$ cat src/sv/dapc_ram.sv
// ----------------------------------------------------------------------------
// dapc_ram
// Generic single write port, single read port RAM with registered read data
// ----------------------------------------------------------------------------
module dapc_ram #(
	parameter int WIDTH = 8,
	parameter int DEPTH = 64,
	parameter int AW    = (DEPTH > 1) ? $clog2(DEPTH) : 1
) (
	input  logic             clk,
	input  logic             we,
	input  logic [AW-1:0]    wr_addr,
	input  logic [WIDTH-1:0] wr_data,
	input  logic [AW-1:0]    rd_addr,
	output logic [WIDTH-1:0] rd_data
);

	logic [WIDTH-1:0] mem [DEPTH];

	always_ff @(posedge clk) begin
		if (we) begin
			mem[wr_addr] <= wr_data;
		end
		rd_data <= mem[rd_addr];
	end

endmodule

$ cat config.mk
export PLATFORM = sky130hd
export DESIGN_NAME = dapc_ram
export DESIGN_NICKNAME = d
export VERILOG_FILES = /design/src/sv/dapc_ram.sv
export SDC_FILE = /design/constraint.sdc
export NUM_CORES = 1
export LEC_CHECK = 0
export ABC_AREA = 1
export BUFFER_PORTS_ARGS = -buffer_cell sky130_fd_sc_hd__buf_2
export CORE_ASPECT_RATIO = 0.9
export CORE_MARGIN = 1
export CORE_UTILIZATION = 55
export CTS_CLUSTER_DIAMETER = 150
export DETAILED_ROUTE_END_ITERATION = 16
export PLACE_DENSITY_LB_ADDON = 0.25
export SYNTH_ARGS = -nofsm -noshare
export SYNTH_HDL_FRONTEND = slang
export SYNTH_SLANG_ARGS = --single-unit
$ cat constraint.sdc
create_clock -name clk -period 5.1 [get_ports clk]
set_input_delay 0.765 -clock clk [delete_from_list [all_inputs] [get_ports clk]]
set_output_delay 0.765 -clock clk [all_outputs]
set_load 0.05 [all_outputs]
==> impl_results.html <==
<table>
<tr><th>Metric</th><th>Value</th></tr>
<tr><th colspan="2">Clocking</th></tr>
<tr><td>Clock buffer count from CTS</td><td>50</td></tr>
<tr><td>Clock latency at the later pin of the worst-skew pair</td><td>0.57 ns</td></tr>
<tr><td>CTS tree</td><td>done</td></tr>
<tr><td>Number of clock sinks seen by CTS</td><td>520</td></tr>
<tr><td>Master cell of the clock root buffer</td><td>clkbuf_16</td></tr>
<tr><td>Worst-case clock buffer depth</td><td>3</td></tr>
<tr><td>H-tree depth</td><td>2</td></tr>
<tr><td>Quantity of hold-fixing buffers added after cts</td><td>0</td></tr>
<tr><td>Count of cells resized by post-cts repair</td><td>0</td></tr>
<tr><td>Post-CTS clock slew at the launch and capture registers of the worst setup and hold paths</td><td>0.06 ns</td></tr>
<tr><td># Post-CTS Setup Buffers</td><td>0</td></tr>
<tr><th colspan="2">STA</th></tr>
<tr><td>Final-report hold violation count</td><td>0</td></tr>
<tr><td>Endpoints failing setup</td><td>0</td></tr>
<tr><td>Share of the clock period used by the worst path</td><td>55.6%</td></tr>
<tr><td>Max-slew violation count</td><td>0</td></tr>
<tr><td>Fmax</td><td>0.353 GHz</td></tr>
<tr><td>Slew margin rel.</td><td>24.8%</td></tr>
<tr><td>RSZ-0062 raised after global routing</td><td>no</td></tr>
<tr><td>Post-Route Setup TNS</td><td>0 ns</td></tr>
<tr><td>Post-Route Skew</td><td>0.0141 ns</td></tr>
<tr><td>Post-route minimum period</td><td>2.83 ns</td></tr>
<tr><td>Transition time at the pin with the least slew margin</td><td>1.13 ns</td></tr>
<tr><td>Worst slack on hold paths</td><td>0.573 ns</td></tr>
<tr><th colspan="2">Drt</th></tr>
<tr><td>Vias after detailed routing</td><td>13700</td></tr>
<tr><td>Post-DRT Antenna Nets</td><td>0</td></tr>
<tr><td>Final routed DRC violation total</td><td>0</td></tr>
<tr><td>Via density per instance</td><td>5.89</td></tr>
<tr><td>Number of iterations in the first detailed-routing pass</td><td>8</td></tr>
<tr><td>Detail-routed net length per standard cell</td><td>21.9 um</td></tr>
<tr><td>Aggregate routed wire length</td><td>51000 um</td></tr>
<tr><td>First DRT Iteration DRCs</td><td>1531</td></tr>
<tr><th colspan="2">Logic synthesis</th></tr>
<tr><td>Yosys reg bits</td><td>520</td></tr>
<tr><td>Number of distinct library cell variants in the gate-level netlist after synthesis</td><td>16</td></tr>
<tr><td>Fraction of the yosys area taken by sequential cells</td><td>72.8%</td></tr>
<tr><td>Post-Syn Area</td><td>21300 sq um</td></tr>
<tr><td>Cell type with the largest total area after synthesis</td><td>edfxtp_1</td></tr>
<tr><td>Post-Synthesis Net Count</td><td>1827</td></tr>
<tr><td>Share of the synthesized area in the top cell type</td><td>72.0%</td></tr>
<tr><td>Synth warnings</td><td>0</td></tr>
<tr><td>Mean Syn Cell Area</td><td>11.8 sq um</td></tr>
<tr><td>Top cells by area in the synthesized netlist</td><td>edfxtp_1 72%, nand2_1 11%, nand3_1 10%, buf_6 1.8%, nor2_1 0.99%</td></tr>
<tr><td>Synthesized instance count</td><td>1805</td></tr>
<tr><th colspan="2">Run</th></tr>
<tr><td>Number of max-cap violations</td><td>0</td></tr>
<tr><th colspan="2">Worst setup path</th></tr>
<tr><td>Critical path data required time</td><td>5.61 ns</td></tr>
<tr><td>Arrival time of data at the critical path endpoint</td><td>3.34 ns</td></tr>
<tr><td>Crit Path Class</td><td>primary input to flip-flop</td></tr>
<tr><td>Element type at the critical path start</td><td>primary input</td></tr>
<tr><td>Nature of the critical path endpoint</td><td>flip-flop</td></tr>
<tr><td>Peak fanout along the critical path</td><td>116</td></tr>
<tr><th colspan="2">Floorplan</th></tr>
<tr><td>Die span in y</td><td>189 um</td></tr>
<tr><td>Floorplan row count</td><td>68</td></tr>
<tr><td>Floorplan core area</td><td>38300 sq um</td></tr>
<tr><td>Horizontal extent of the die</td><td>210 um</td></tr>
<tr><td>Effective utilization at floorplan</td><td>55.7%</td></tr>
<tr><td>Ports placed on the boundary</td><td>30</td></tr>
<tr><td>Floorplan die area</td><td>39600 sq um</td></tr>
<tr><th colspan="2">Cells and area</th></tr>
<tr><td>Multi-input gate area</td><td>4950 sq um</td></tr>
<tr><td>Proportion of layout cells with a drive suffix above 1</td><td>6.86%</td></tr>
<tr><td>Layout-stage area growth over the synthesis result</td><td>8.14%</td></tr>
<tr><td>Fill count</td><td>3073</td></tr>
<tr><td>Nets</td><td>1821</td></tr>
<tr><td>Register Area</td><td>15500 sq um</td></tr>
<tr><td>Util after Layout</td><td>60.3%</td></tr>
<tr><td>Most common library cell in the layout ignoring fill and taps</td><td>nand2_1</td></tr>
<tr><td>Highest-count cells in the layout ignoring fill and taps</td><td>648 x nand2_1, 512 x edfxtp_1, 439 x nand3_1, 56 x nor2_1, 53 x clkbuf_16</td></tr>
<tr><th colspan="2">Global route</th></tr>
<tr><td>Global-route congestion overflow total</td><td>0</td></tr>
<tr><td>Most heavily used metal layer in global routing</td><td>met2</td></tr>
<tr><td>Global Route met3 Usage</td><td>4.03%</td></tr>
<tr><td>Wire length of the first global-routing pass</td><td>78000 um</td></tr>
<tr><td>GRT Resource Usage Total</td><td>26.2%</td></tr>
<tr><td>Met2 usage</td><td>42.2%</td></tr>
<tr><td>Antenna violations before repair</td><td>1</td></tr>
<tr><td>Vias in the first global route</td><td>13300</td></tr>
<tr><td>Pin count of the biggest net entering global routing</td><td>117</td></tr>
<tr><td>Grt met1 use</td><td>36.8%</td></tr>
<tr><th colspan="2">Placement</th></tr>
<tr><td>Gp weighted congestion</td><td>0.850</td></tr>
<tr><td>Port Buffer Count</td><td>29</td></tr>
<tr><td>DP HPWL</td><td>28500 um</td></tr>
<tr><th colspan="2">Hold path</th></tr>
<tr><td>Type of the most critical hold path</td><td>primary input to flip-flop</td></tr>
<tr><th colspan="2">Power and ir drop</th></tr>
<tr><td>Peak supply drop</td><td>294 uV</td></tr>
<tr><td>Power Density</td><td>385 nW/um^2</td></tr>
<tr><td>Leakage power</td><td>8.28 nW</td></tr>
<tr><td>Post-layout total power</td><td>8.88 mW</td></tr>
<tr><th colspan="2">Status</th></tr>
<tr><td>Outcome</td><td>finished, final reports clean</td></tr>
</table>
## power by group
part	internal, mW	leakage (nW)	total (mW)	switching, mW
clock	2.05	0.774	3.57	1.52
combinational	0.126	2.83	0.557	0.431
sequential	4.73	4.67	4.75	0.0145
total	6.91	8.28	8.88	1.97
## worst paths after layout
kind,startpoint,end,slack (ns),cells past startpoint
setup / recovery,rd_addr[0],rd_data[6]$_DFF_P_,2.27,11
hold / removal,rd_addr[5],rd_data[2]$_DFF_P_,0.57,3
setup reg to reg,mem[29][0]$_DFFE_PP_,rd_data[0]$_DFF_P_,3.65,8
hold reg to reg,mem[52][2]$_DFFE_PP_,rd_data[2]$_DFF_P_,0.80,8
## cells in the mapped netlist
library cell  count
buf_4            14
nand4_1           9
buf_8             2
inv_2             1
nand2_1         648
buf_2            37
nor2_1           56
inv_6             1
buf_1            10
nand3_1         439
edfxtp_1        512
clkbuf_1         15
nor4_1            8
buf_6            35
inv_1            10
dfxtp_1           8
## sequential cells by signal (all words and copies together) (netlist names)
register	cells
mem	512
rd_data	8
## worst max-delay path: stages
cell,delay (ns)
buf_6,0.28
inv_6,0.75
buf_4,0.47
nand2_1,0.08
nand3_1,0.08
nand3_1,0.15
nand2_1,0.14
nand2_1,0.10
nand3_1,0.15
nand3_1,0.18
nand2_1,0.10
## cell type report
| cell class | instances | share of cell area [%] |
|---|---|---|
| antenna | 2 | 0.0217 |
| clock buffer | 66 | 6.00 |
| clock inverter | 23 | 0.775 |
| inverter | 12 | 0.228 |
| multi-input combinational | 1160 | 21.4 |
| sequential | 520 | 67.3 |
| tap | 490 | 2.66 |
| timing repair buffer | 55 | 1.57 |
## logic make-up (layout without fill, tap and decap cells)
group | count (synthesis) | count (layout) | share of synthesized area (%)
buffers and inverters | 125 | 156 | 4.02
flip-flops | 520 | 520 | 72.8
other | 0 | 2 | 0
AND/OR/NAND/NOR | 1160 | 1160 | 23.2
## routing by layer
| metal | part of all wire [%] | wire length [um] | vias to the layer above |
|---|---|---|---|
| met5 | 0 | 0 | - |
| met3 | 7.6 | 3860 | 102 |
| met4 | 2.8 | 1410 | 0 |
| met2 | 48 | 24300 | 573 |
| li1 | - | - | 6336 |
| met1 | 42 | 21400 | 6702 |
## metrics by stage
step | worst slack [ns] | cell area, sq um | std cells
after CTS | 2.37 | 23100 | 2326
after floorplan | 2.57 | 21300 | 1805
after global placement | 1.80 | 21500 | 2237
after detailed placement | 1.78 | 21500 | 2237
after global routing | 2.12 | 23100 | 2327
final | 2.27 | 23100 | 2328
Power figures use the tool's default switching activity.
