[src/sv/dapc_pkg.sv]
// ----------------------------------------------------------------------------
// dapc_pkg
// Shared types, codes and capability tables of the driver access policy checker
// ----------------------------------------------------------------------------
package dapc_pkg;

	localparam logic [1:0] CMD_REGISTER = 2'd0;
	localparam logic [1:0] CMD_CHECK    = 2'd1;
	localparam logic [1:0] CMD_QUERY    = 2'd2;

	localparam logic [1:0] ST_OK     = 2'd0;
	localparam logic [1:0] ST_DENIED = 2'd1;
	localparam logic [1:0] ST_RANGE  = 2'd2;

	localparam logic [7:0] KIND_MMIO = 8'd1;
	localparam logic [7:0] KIND_IRQ  = 8'd2;
	localparam logic [7:0] KIND_DMA  = 8'd3;

	localparam logic [6:0] CAP_OBS = 7'h01;
	localparam logic [6:0] CAP_CTL = 7'h02;
	localparam logic [6:0] CAP_INT = 7'h04;
	localparam logic [6:0] CAP_DMA = 7'h08;
	localparam logic [6:0] CAP_PWR = 7'h10;
	localparam logic [6:0] CAP_FW  = 7'h20;
	localparam logic [6:0] CAP_ALL = 7'h7F;

	localparam logic [8:0] COUNT_MAX = 9'h1FF;

	typedef logic [6:0] caps_t;

	typedef struct packed {
		logic [1:0]  command;
		logic [7:0]  slot_id;
		logic [7:0]  access_kind;
		logic [63:0] address;
		logic [15:0] required_caps;
		logic [15:0] device_class_major;
		logic [15:0] claimed_caps;
		logic [63:0] win_base;
		logic [63:0] win_size;
		logic [31:0] irq_number;
	} request_t;

	typedef struct packed {
		caps_t       caps;
		logic        mmio_present;
		logic [63:0] mmio_low;
		logic [63:0] mmio_high;
		logic        irq_present;
		logic [31:0] irq_line;
		logic        dma_present;
	} policy_t;

	typedef struct packed {
		logic [63:0] viol;
		logic [63:0] chk;
	} counters_t;

	typedef struct packed {
		logic       policy_we;
		logic       counters_we;
		logic       count_inc;
		logic [1:0] status;
	} verdict_t;

	function automatic caps_t class_defaults(input logic [15:0] major);
		caps_t c;
		unique case (major)
			16'd1: c = CAP_OBS | CAP_CTL | CAP_DMA | CAP_FW;
			16'd2, 16'd3, 16'd5: c = CAP_OBS | CAP_CTL | CAP_INT | CAP_DMA;
			16'd4: c = CAP_OBS | CAP_CTL | CAP_INT | CAP_DMA | CAP_PWR;
			16'd6: c = CAP_OBS | CAP_INT;
			16'd7: c = CAP_OBS | CAP_CTL;
			16'd8: c = CAP_OBS | CAP_PWR;
			default: c = CAP_OBS;
		endcase
		return c;
	endfunction

	// clip mask chosen by the highest declared capability bit
	function automatic caps_t closure(input logic [6:0] declared);
		caps_t c;
		priority if (declared[6]) c = CAP_ALL;
		else if (declared[5]) c = CAP_OBS | CAP_CTL | CAP_INT | CAP_DMA | CAP_PWR | CAP_FW;
		else if (declared[4]) c = CAP_OBS | CAP_CTL | CAP_INT | CAP_DMA | CAP_PWR;
		else if (declared[3]) c = CAP_OBS | CAP_CTL | CAP_DMA;
		else if (declared[2]) c = CAP_OBS | CAP_CTL | CAP_INT;
		else if (declared[1]) c = CAP_OBS | CAP_CTL;
		else if (declared[0]) c = CAP_OBS;
		else c = '0;
		return c;
	endfunction

endpackage

[src/sv/dapc_eval.sv]
// ----------------------------------------------------------------------------
// dapc_eval
// Command evaluation: builds a new policy entry on register, judges checks,
// and updates or reports the per-driver counters
// ----------------------------------------------------------------------------
module dapc_eval #(
	parameter int DRIVER_SLOTS = 64
) (
	input  dapc_pkg::request_t  req,
	input  logic [8:0]          count,
	input  logic                entry_valid,
	input  dapc_pkg::policy_t   pol_rd,
	input  dapc_pkg::counters_t cnt_rd,
	output dapc_pkg::verdict_t  verdict,
	output dapc_pkg::policy_t   pol_wr,
	output dapc_pkg::counters_t cnt_wr,
	output logic [63:0]         violation_total,
	output logic [63:0]         check_total
);
	import dapc_pkg::*;

	logic      oob;
	logic      known;
	logic      win;
	caps_t     caps_base;
	caps_t     caps_masked;
	policy_t   pol;
	counters_t cnt;
	logic      in_range;
	logic      deny;

	assign oob   = {1'b0, req.slot_id} >= 9'(DRIVER_SLOTS);
	assign known = {1'b0, req.slot_id} < count;

	assign pol = entry_valid ? pol_rd : '0;
	assign cnt = entry_valid ? cnt_rd : '0;

	// new entry on register
	assign caps_base   = class_defaults(req.device_class_major);
	assign caps_masked = (req.claimed_caps != 16'd0) ? (caps_base & req.claimed_caps[6:0])
	                                                  : caps_base;
	assign win         = (req.win_base != 64'd0) && (req.win_size != 64'd0);

	always_comb begin
		pol_wr.caps         = caps_masked & closure(req.claimed_caps[6:0]);
		pol_wr.mmio_present = win;
		pol_wr.mmio_low     = win ? req.win_base : 64'd0;
		pol_wr.mmio_high    = win ? (req.win_base + req.win_size - 64'd1) : 64'd0;
		pol_wr.irq_present  = req.irq_number != 32'd0;
		pol_wr.irq_line     = req.irq_number;
		pol_wr.dma_present  = win && ((caps_masked & CAP_DMA) != '0);
	end

	// window match for a check
	always_comb begin
		unique case (req.access_kind)
			KIND_MMIO: in_range = pol.mmio_present && (req.address >= pol.mmio_low)
			                      && (req.address <= pol.mmio_high);
			KIND_DMA:  in_range = pol.dma_present && (req.address >= pol.mmio_low)
			                      && (req.address <= pol.mmio_high);
			KIND_IRQ:  in_range = pol.irq_present && (req.address == {32'd0, pol.irq_line});
			default:   in_range = 1'b0;
		endcase
	end

	assign deny = ((pol.caps & req.required_caps[6:0]) == '0) || !in_range;

	always_comb begin
		verdict         = '0;
		verdict.status  = ST_OK;
		cnt_wr          = '0;
		violation_total = 64'd0;
		check_total     = 64'd0;
		if (oob) begin
			verdict.status = ST_RANGE;
		end else begin
			unique case (req.command)
				CMD_REGISTER: begin
					verdict.policy_we   = 1'b1;
					verdict.counters_we = 1'b1;
					verdict.count_inc   = 1'b1;
				end
				CMD_CHECK: begin
					if (!known) begin
						verdict.status = ST_DENIED;
					end else begin
						verdict.counters_we = 1'b1;
						cnt_wr.chk          = cnt.chk + 64'd1;
						cnt_wr.viol         = cnt.viol + {63'd0, deny};
						verdict.status      = deny ? ST_DENIED : ST_OK;
					end
				end
				CMD_QUERY: begin
					if (!known) begin
						verdict.status  = ST_DENIED;
						violation_total = '1;
						check_total     = '1;
					end else begin
						violation_total = cnt.viol;
						check_total     = cnt.chk;
					end
				end
				default: begin
					verdict.status = ST_DENIED;
				end
			endcase
		end
	end

endmodule

[config.mk]
export PLATFORM = sky130hd
export DESIGN_NAME = dapc_eval
export DESIGN_NICKNAME = d
export VERILOG_FILES = /design/src/sv/dapc_pkg.sv /design/src/sv/dapc_eval.sv
export SDC_FILE = /design/constraint.sdc
export NUM_CORES = 1
export LEC_CHECK = 0
export ABC_AREA = 1
export BUFFER_PORTS_ARGS = -buffer_cell sky130_fd_sc_hd__clkbuf_2
export CAP_MARGIN = 20
export CELL_PAD_IN_SITES_DETAIL_PLACEMENT = 0
export CELL_PAD_IN_SITES_GLOBAL_PLACEMENT = 1
export CORE_AREA = 2 2 396 398
export DETAILED_ROUTE_END_ITERATION = 16
export DIE_AREA = 0 0 398 400
export PLACE_DENSITY_LB_ADDON = 0.12
export SYNTH_ARGS = -nofsm -noshare
export SYNTH_HDL_FRONTEND = slang
export SYNTH_SLANG_ARGS = --single-unit
export TNS_END_PERCENT = 30
[constraint.sdc]
create_clock -name vclk -period 4.82
set_clock_uncertainty 0.1 [all_clocks]
set_input_delay 0.241 -clock vclk [all_inputs]
set_output_delay 0.241 -clock vclk [all_outputs]
set_load 0.05 [all_outputs]
==> results_dict.tcl, run 1 <==
set metrics [dict create \
    outcome "finished clean" \
    yosys.area_share.simple_pct 42.06 \
    nClkBuffers 0 \
    p_leak_nw 16.26 \
    seq_cells 0 \
    nNetsFinal 5560 \
    p_switching_mw 2.726 \
    fin_cells 6761 \
    cpMaxStageDelayCell "ha_4" \
    synth_top_area_cell "ha_1" \
    rsz0062_at_grt "yes" \
    setup_viol 0 \
    cp-start-kind "input port" \
    tightest_slew_ns 0.8956 \
    ys_types 55 \
    dieArea_mm2 0.1592 \
    syn_avg_cell_area_um2 5.199 \
    cpMostUsedCell "nand2_2" \
    synth_compound_area_share_pct 15.28 \
    synthTopCellsByArea "ha_1 (18%), inv_1 (16%), nand2_1 (15%)" \
    place.gp.congestion 0.8902 \
    grt_pass1_vias 28330 \
    crit_required_ns 4.48 \
    port_buffers 1019 \
    grt_pass1_wl_um 215100 \
    io_pins 1029 \
    drv_cap 0 \
    whs_path_depth 2 \
    synth_xor_area_share_pct 4.615 \
    n_fill_cell 18620 \
    seq_area_frac_synth_pct 0 \
    postCtsHoldBufs 0 \
    ant_nets 0 \
    hold_viol 0 \
    hpwl_um 143500 \
    wirelength_um 158400 \
    syn-num-nets 4439 \
    drtPass1Iterations 5 \
    pre_cts_slack_ns -0.6236 \
    critPathKind "input port to output port" \
    synthAdderAreaFrac_pct 17.80 \
    die_h_um 400 \
    period_minus_slack_ns 4.730 \
    core_area_mm2 0.1551 \
    drive_gt1_share_pct 32.24 \
    drc 0 \
    p_sw_share_pct 71.23 \
    yosysTopAreaCellShare_pct 17.69 \
    via_per_inst 4.054 \
    endpoint_kind "output port" \
    synth_top_family_by_area "simple AND/OR/NAND/NOR gates" \
    final_cell_mix "clkbuf_2 (942), inv_1 (798), nand2_1 (678), nor2_1 (478), ha_1 (232)" \
    grt_max_degree 129 \
    die_width_um 398 \
    placedCellCount 6730 \
    max_clock_freq_ghz 0.2114 \
    arrival_ns 4.39 \
    seqCellArea_um2 0 \
    synthMuxAreaShare_pct 0 \
    slowest_delay_ns 0.27 \
    grt_antenna_before_repair 28 \
    synth_cells 3577 \
    initial_core_util_pct 11.99 \
    vias 27410 \
    fin_crit_sh_pct 98.13 \
    drtIter0Drc 1252 \
    post_drt_wl_per_cell_um 23.44 \
    syn-cell-area_mm2 0.01860 \
    relSlewSlack_pct 39.89 \
    pwr-share-comb_pct 100.0 \
    powerDensity_mw_per_mm2 128.5 \
    drv_slew 0 \
    grtUsageTotal_pct 18.83 \
    p_seq_share_pct 0 \
    grt-ovfl-total 0 \
    p_clk_share_pct 0 \
    hp-class "input port to output port" \
    rows 145 \
    crit_fanout 7 \
    ir_worst_vdd_uv 147.1 \
    fin_ws_ns 0.09017 \
    internal-power_mw 1.101 \
    yosysWarnings 0 \
    final_common_cell "clkbuf_2" \
    syn_to_final_growth_pct 60.10 \
]
[kinds of logic after synthesis]
logic type | Yosys count
other | 1
buffers and inverters | 936
and+or+nand+nor | 1760
adders and majority gates | 264
xor gates and xnor gates | 98
AOI/OAI and AO/OA | 518
[power by group through the flow]
stage / sequential (mW) / combinational [mW] / clock [mW]
finish: 0 / 3.83 / 0.000000196
global route: 0 / 4.17 / 0.000000195
CTS: 0 / 3.82 / 0
detailed placement: 0 / 3.77 / 0
global placement: 0 / 3.79 / 0
floorplan: 0 / 2.29 / 0
[layout make-up]
type                       count  area (um^2)  share of cell area [%]
multi-input combinational   2641        15980                   53.68
inverter                     812         3058                   10.27
tap                         2058         2575                   8.649
timing repair buffer        1243         8142                   27.34
antenna                        7        17.52                 0.05883
[layer usage]
| metal | wire (um) | global-route usage, % | vias to the layer above |
|---|---|---|---|
| met5 | 103 | 0 | - |
| met4 | 3734 | 3.673 | 14 |
| met3 | 9214 | 3.527 | 121 |
| met2 | 83500 | 36.69 | 809 |
| met1 | 61890 | 20.96 | 12870 |
| li1 | - | - | 13590 |
[through the flow]
stage | setup TNS [ns] | hold WS, ns | power (mW) | util, % | area (um^2)
6_report | 0 | 0.6976 | 3.827 | 19.19 | 29770
5_1_grt | -0.9286 | 0.7046 | 4.171 | 19.19 | 29770
4_1_cts | -0.1608 | 0.7004 | 3.817 | 18.65 | 28930
3_5_place_dp | -14.82 | 0.7004 | 3.765 | 18.36 | 28470
3_3_place_gp | -12.13 | 0.7002 | 3.787 | 18.36 | 28470
2_1_floorplan | -0.1911 | 0.5491 | 2.290 | - | 18930
[synthesized netlist by cell type (all sizes together), types with 2 or more instances]
| cell type | count |
|---|---|
| and3 | 7 |
| clkbuf | 62 |
| o21ai | 207 |
| o21a | 13 |
| a21oi | 213 |
| a211oi | 3 |
| ha | 263 |
| nor3b | 14 |
| nor2 | 524 |
| nand4 | 90 |
| buf | 62 |
| o211ai | 5 |
| o2111ai | 2 |
| nand2 | 759 |
| and2 | 2 |
| o21bai | 16 |
| a311oi | 2 |
| or4 | 3 |
| xor2 | 73 |
| o31ai | 3 |
| o221a | 2 |
| nand3b | 9 |
| a221oi | 5 |
| nand3 | 117 |
| nor3 | 119 |
| a21o | 17 |
| nor4 | 89 |
| xnor2 | 25 |
| inv | 812 |
| or2 | 26 |
| a21boi | 11 |
| a31oi | 16 |
[final timing paths]
path / slack, ns / to / from
worst min-delay path: 0.70 / pol_wr[2] / req[1]
worst max-delay path: 0.09 / cnt_wr[112] / entry_valid
[repair_timing]
action / CTS / global route
endpoints found under the setup margin: 51 / 51
gates resized for setup: 73 / 149
gates cloned: 1 / 4
buffers inserted: 14 / 8
pin swaps: 36 / 54
[critical path: cells and delay by family]
| family | cells | cell delay (ns) |
|---|---|---|
| xor gates and xnor gates | 1 | 0.14 |
| and+or+nand+nor | 20 | 2.33 |
| adders and majority gates | 3 | 0.57 |
| buffers and inverters | 7 | 0.94 |
| AOI/OAI and AO/OA | 1 | 0.11 |
Note: power is estimated with default switching activity, not from simulation.
==> run 2, diff against run 1 <==
==> config.mk (replaced) <==
export PLATFORM = sky130hd
export DESIGN_NAME = dapc_eval
export DESIGN_NICKNAME = d
export VERILOG_FILES = /design/src/sv/dapc_pkg.sv /design/src/sv/dapc_eval.sv
export SDC_FILE = /design/constraint.sdc
export NUM_CORES = 1
export LEC_CHECK = 0
export ABC_AREA = 1
export CAP_MARGIN = 20
export CELL_PAD_IN_SITES_DETAIL_PLACEMENT = 0
export CELL_PAD_IN_SITES_GLOBAL_PLACEMENT = 1
export CORE_AREA = 2 2 403 405
export DETAILED_ROUTE_END_ITERATION = 16
export DIE_AREA = 0 0 405 407
export DONT_BUFFER_PORTS = 1
export PLACE_DENSITY_LB_ADDON = 0.1
export SYNTH_ARGS = -nofsm -noshare
export SYNTH_HDL_FRONTEND = slang
export SYNTH_SLANG_ARGS = --single-unit
export TNS_END_PERCENT = 30
==> results_dict.tcl, run 2 (synthesis results as in run 1) <==
set metrics [dict create \
    endpoint_kind "output port" \
    grt-ovfl-total 0 \
    core_area_mm2 0.1602 \
    grtUsageTotal_pct 17.11 \
    dieArea_mm2 0.1648 \
    via_per_inst 3.977 \
    syn_to_final_growth_pct 27.79 \
    cp_top_family "simple AND/OR/NAND/NOR gates" \
    setup_viol 41 \
    grt_antenna_before_repair 17 \
    slowest_delay_ns 0.38 \
    cpMostUsedCell "nand2_1" \
    hp-class "input port to output port" \
    arrival_ns 4.93 \
    max_clock_freq_ghz 0.1897 \
    grt_pass1_vias 24500 \
    hold_viol 0 \
    final_core_util_pct 14.83 \
    period_minus_slack_ns 5.271 \
    violations "negative setup slack" \
    drv_slew 0 \
    place.gp.congestion 0.8534 \
    worstHoldEndpoint "pol_wr[11]" \
    initial_core_util_pct 11.61 \
    crit_required_ns 4.48 \
    post_drt_wl_per_cell_um 25.39 \
    fin_area_mm2 0.02376 \
    port_buffers 0 \
    whs_path_depth 0 \
    grt_max_degree 295 \
    postCtsHoldBufs 0 \
    drive_gt1_share_pct 13.73 \
    final_cell_mix "inv_1 (802), nand2_1 (691), nor2_1 (485), ha_1 (252), buf_4 (213)" \
    seqCellArea_um2 0 \
    fin_ws_ns -0.4506 \
    rows 147 \
    fin_crit_sh_pct 109.3 \
    p_leak_nw 11.80 \
    fin_cells 5874 \
    tightest_slew_ns 1.343 \
    relSlewSlack_pct 10.49 \
    hold_start "req[10]" \
    nClkBuffers 0 \
    n_fill_cell 19180 \
    drtPass1Iterations 5 \
    vias 23360 \
    nNetsFinal 4565 \
    ant_nets 0 \
    drv_cap 0 \
    wirelength_um 149100 \
    io_pins 1029 \
    drc 0 \
    crit_fanout 294 \
    seq_cells 0 \
    cp-start-kind "input port" \
    placed_area_mm2 0.02314 \
    critPathKind "input port to output port" \
    final_common_cell "inv_1" \
    rsz0062_at_grt "yes" \
    path_buf_inv 6 \
    hpwl_um 134800 \
    cpMaxStageDelayCell "nand2_1" \
    drtIter0Drc 1110 \
    ir_worst_vdd_uv 163.4 \
    placedCellCount 5853 \
    powerDensity_mw_per_mm2 134.3 \
    grt_pass1_wl_um 200000 \
    pre_cts_slack_ns -0.1700 \
    die_h_um 407 \
    outcome "finished with violations" \
    die_width_um 405 \
]
-- run 2: cell types whose count changed in the layout (fill, tap and decap cells not counted), moves of 13 or more --
cell,previous run,this run
nor3_1,88,75
nand2_2,68,52
clkbuf_2,942,0
buf_4,197,213
nand2_1,678,691
buf_12,78,21
ha_1,232,252
ha_4,31,11
-- run 2: layout make-up --
cell class / count / area, um^2 / share of cell area (%)
Timing Repair Buffer: 248 / 2188 / 9.209
Multi-Input combinational cell: 2641 / 15790 / 66.45
Antenna cell: 13 / 32.53 / 0.1369
Inverter: 812 / 3050 / 12.84
Tap cell: 2160 / 2703 / 11.37
-- run 2: metal layers --
| metal | track usage, % | vias up | wire, um |
|---|---|---|---|
| met5 | 0 | - | 62 |
| li1 | - | 11590 | - |
| met4 | 3.024 | 10 | 2701 |
| met1 | 18.73 | 10990 | 57830 |
| met2 | 32.74 | 689 | 77840 |
| met3 | 4.721 | 77 | 10720 |
-- run 2: where the power goes --
group	internal, mW	switching, mW
Combinational	0.838	2.35
Sequential	0	0
Clock	0.000000372	0
-- run 2: worst max-delay path by stage --
stage | endpoint | from | slack [ns] | cells after the start
after detailed placement | cnt_wr[120] | entry_valid | -0.17 | 27
after floorplan | cnt_wr[118] | entry_valid | -0.11 | 35
after CTS | cnt_wr[120] | entry_valid | 0.003 | 31
after global placement | cnt_wr[120] | entry_valid | -0.20 | 27
after global routing | cnt_wr[120] | entry_valid | -0.48 | 29
final | cnt_wr[124] | entry_valid | -0.45 | 32
-- run 2: timing repair --
item / in CTS / in global routing
pin swaps: 7 / 25
resized for setup: 13 / 110
buffers inserted: 1 / 7
setup endpoints to repair: 14 / 45
-- run 2: stage by stage --
stage	setup TNS (ns)	power, mW	hold slack, ns
6_report	-9.598	3.191	0.3821
5_1_grt	-10.70	3.503	0.3821
4_1_cts	0	3.242	0.3825
3_5_place_dp	-0.7792	3.223	0.3825
3_3_place_gp	-1.458	3.233	0.3825
2_1_floorplan	-0.1911	2.290	0.5491
==> run 3, diff against run 2 <==
--- a/config.mk
+++ b/config.mk
@@ -17,4 +17,3 @@
 export SYNTH_ARGS = -nofsm -noshare
 export SYNTH_HDL_FRONTEND = slang
 export SYNTH_SLANG_ARGS = --single-unit
-export TNS_END_PERCENT = 30
==> results_dict.tcl, run 3 (synthesis results as in run 1) <==
set metrics [dict create \
    outcome "finished with violations" \
    violations "negative setup slack" \
    pwr-share-comb_pct 100.0 \
    wirelength_um 146900 \
    fin_crit_sh_pct 101.5 \
    grt_pass1_vias 24420 \
    tightest_slew_ns 1.074 \
    hp-class "input port to output port" \
    io_pins 1029 \
    internal-power_mw 0.8483 \
    fin_ws_ns -0.07431 \
    worstHoldEndpoint "pol_wr[13]" \
    relSlewSlack_pct 28.33 \
    core_area_mm2 0.1602 \
    cpMostUsedCell "nand2_1" \
    syn_to_final_growth_pct 26.14 \
    cpMaxStageDelayCell "ha_4" \
    arrival_ns 4.55 \
    whs_ns 0.3824 \
    period_minus_slack_ns 4.894 \
    p_clk_share_pct 0 \
    setup_viol 3 \
    critPathKind "input port to output port" \
    p_sw_share_pct 73.47 \
    drv_slew 0 \
    p_switching_mw 2.349 \
    final_cell_mix "inv_1 (803), nand2_1 (710), nor2_1 (489), ha_1 (255), buf_4 (216)" \
    p_leak_nw 11.66 \
    drv_cap 0 \
    grt_pass1_wl_um 197700 \
    ir_worst_vdd_uv 153.7 \
    nClkBuffers 0 \
    ant_nets 0 \
    crit_fanout 294 \
    drive_gt1_share_pct 12.63 \
    place.gp.congestion 0.8406 \
    via_per_inst 3.982 \
    placed_area_mm2 0.02321 \
    dieArea_mm2 0.1648 \
    rows 147 \
    drc 0 \
    initial_core_util_pct 11.61 \
    whs_path_depth 0 \
    fin_area_mm2 0.02346 \
    port_buffers 0 \
    vias 23350 \
    p_seq_share_pct 0 \
    die_h_um 407 \
    slowest_delay_ns 0.31 \
    grt_max_degree 295 \
    drtPass1Iterations 5 \
    powerDensity_mw_per_mm2 136.3 \
    cp-start-kind "input port" \
    rsz0062_at_grt "yes" \
    die_width_um 405 \
    hold_start "req[12]" \
    crit_required_ns 4.48 \
    hold_viol 0 \
    grt-ovfl-total 0 \
    grt_antenna_before_repair 18 \
    max_clock_freq_ghz 0.2043 \
    grtUsageTotal_pct 16.88 \
    nNetsFinal 4563 \
    final_common_cell "inv_1" \
    endpoint_kind "output port" \
    hpwl_um 132700 \
    seqCellArea_um2 0 \
    post_drt_wl_per_cell_um 25.06 \
    seq_cells 0 \
    drtIter0Drc 1004 \
]
-- run 3: what timing repair did --
item	4_1_cts	5_1_grt
hold buffers	0	0
endpoints found under the setup margin	33	43
gates resized for setup	16	36
buffers inserted	0	1
pin swaps	8	10
-- run 3: final cells by class --
cell class                      count  area [um^2]
Antenna cell                        5        12.51
Fill cell                       19190       136700
Inverter                          812         3053
Multi-Input combinational cell   2641        15500
Tap cell                         2160         2703
Timing Repair Buffer              246         2186
-- run 3: critical path, delay by kind of cell --
family	cells	cell delay, ns
and+or+nand+nor	19	2.27
buffers and inverters	5	0.66
adders and majority gates	3	0.64
xor gates and xnor gates	1	0.20
AOI/OAI and AO/OA	1	0.11
-- run 3: per-stage QoR --
stage | TNS, ns | utilization, % | setup WS, ns | cells | power [mW]
after global placement | -6.084 | 14.48 | -0.3292 | 5857 | 3.274
after detailed placement | -7.015 | 14.49 | -0.3724 | 5858 | 3.250
final | -0.08383 | 14.64 | -0.07431 | 5864 | 3.198
after CTS | 0 | 14.53 | 0.002932 | 5858 | 3.270
after floorplan | -0.1078 | - | -0.1078 | 3577 | 2.290
after global routing | -2.155 | 14.64 | -0.2210 | 5864 | 3.517
-- run 3: per-layer routing --
metal,global-route usage (%),part of all wire [%]
met1,18.68,39
met2,32.97,53
met3,4.086,6.7
met4,1.964,1.4
met5,0,0.044
-- run 3: power groups by stage --
stage                 clock, mW  sequential, mW  combinational (mW)
global route        0.000000139               0                3.52
detailed placement            0               0                3.25
finish              0.000000140               0                3.20
floorplan                     0               0                2.29
CTS                           0               0                3.27
global placement              0               0                3.27
-- run 3: how the worst max path moves through the flow --
stage                            from           to  slack (ns)
after floorplan           entry_valid  cnt_wr[118]       -0.11
after global placement    entry_valid  cnt_wr[118]       -0.33
after detailed placement  entry_valid  cnt_wr[100]       -0.37
after CTS                 entry_valid  cnt_wr[100]       0.003
after global routing      entry_valid  cnt_wr[118]       -0.22
final                     entry_valid  cnt_wr[118]       -0.07
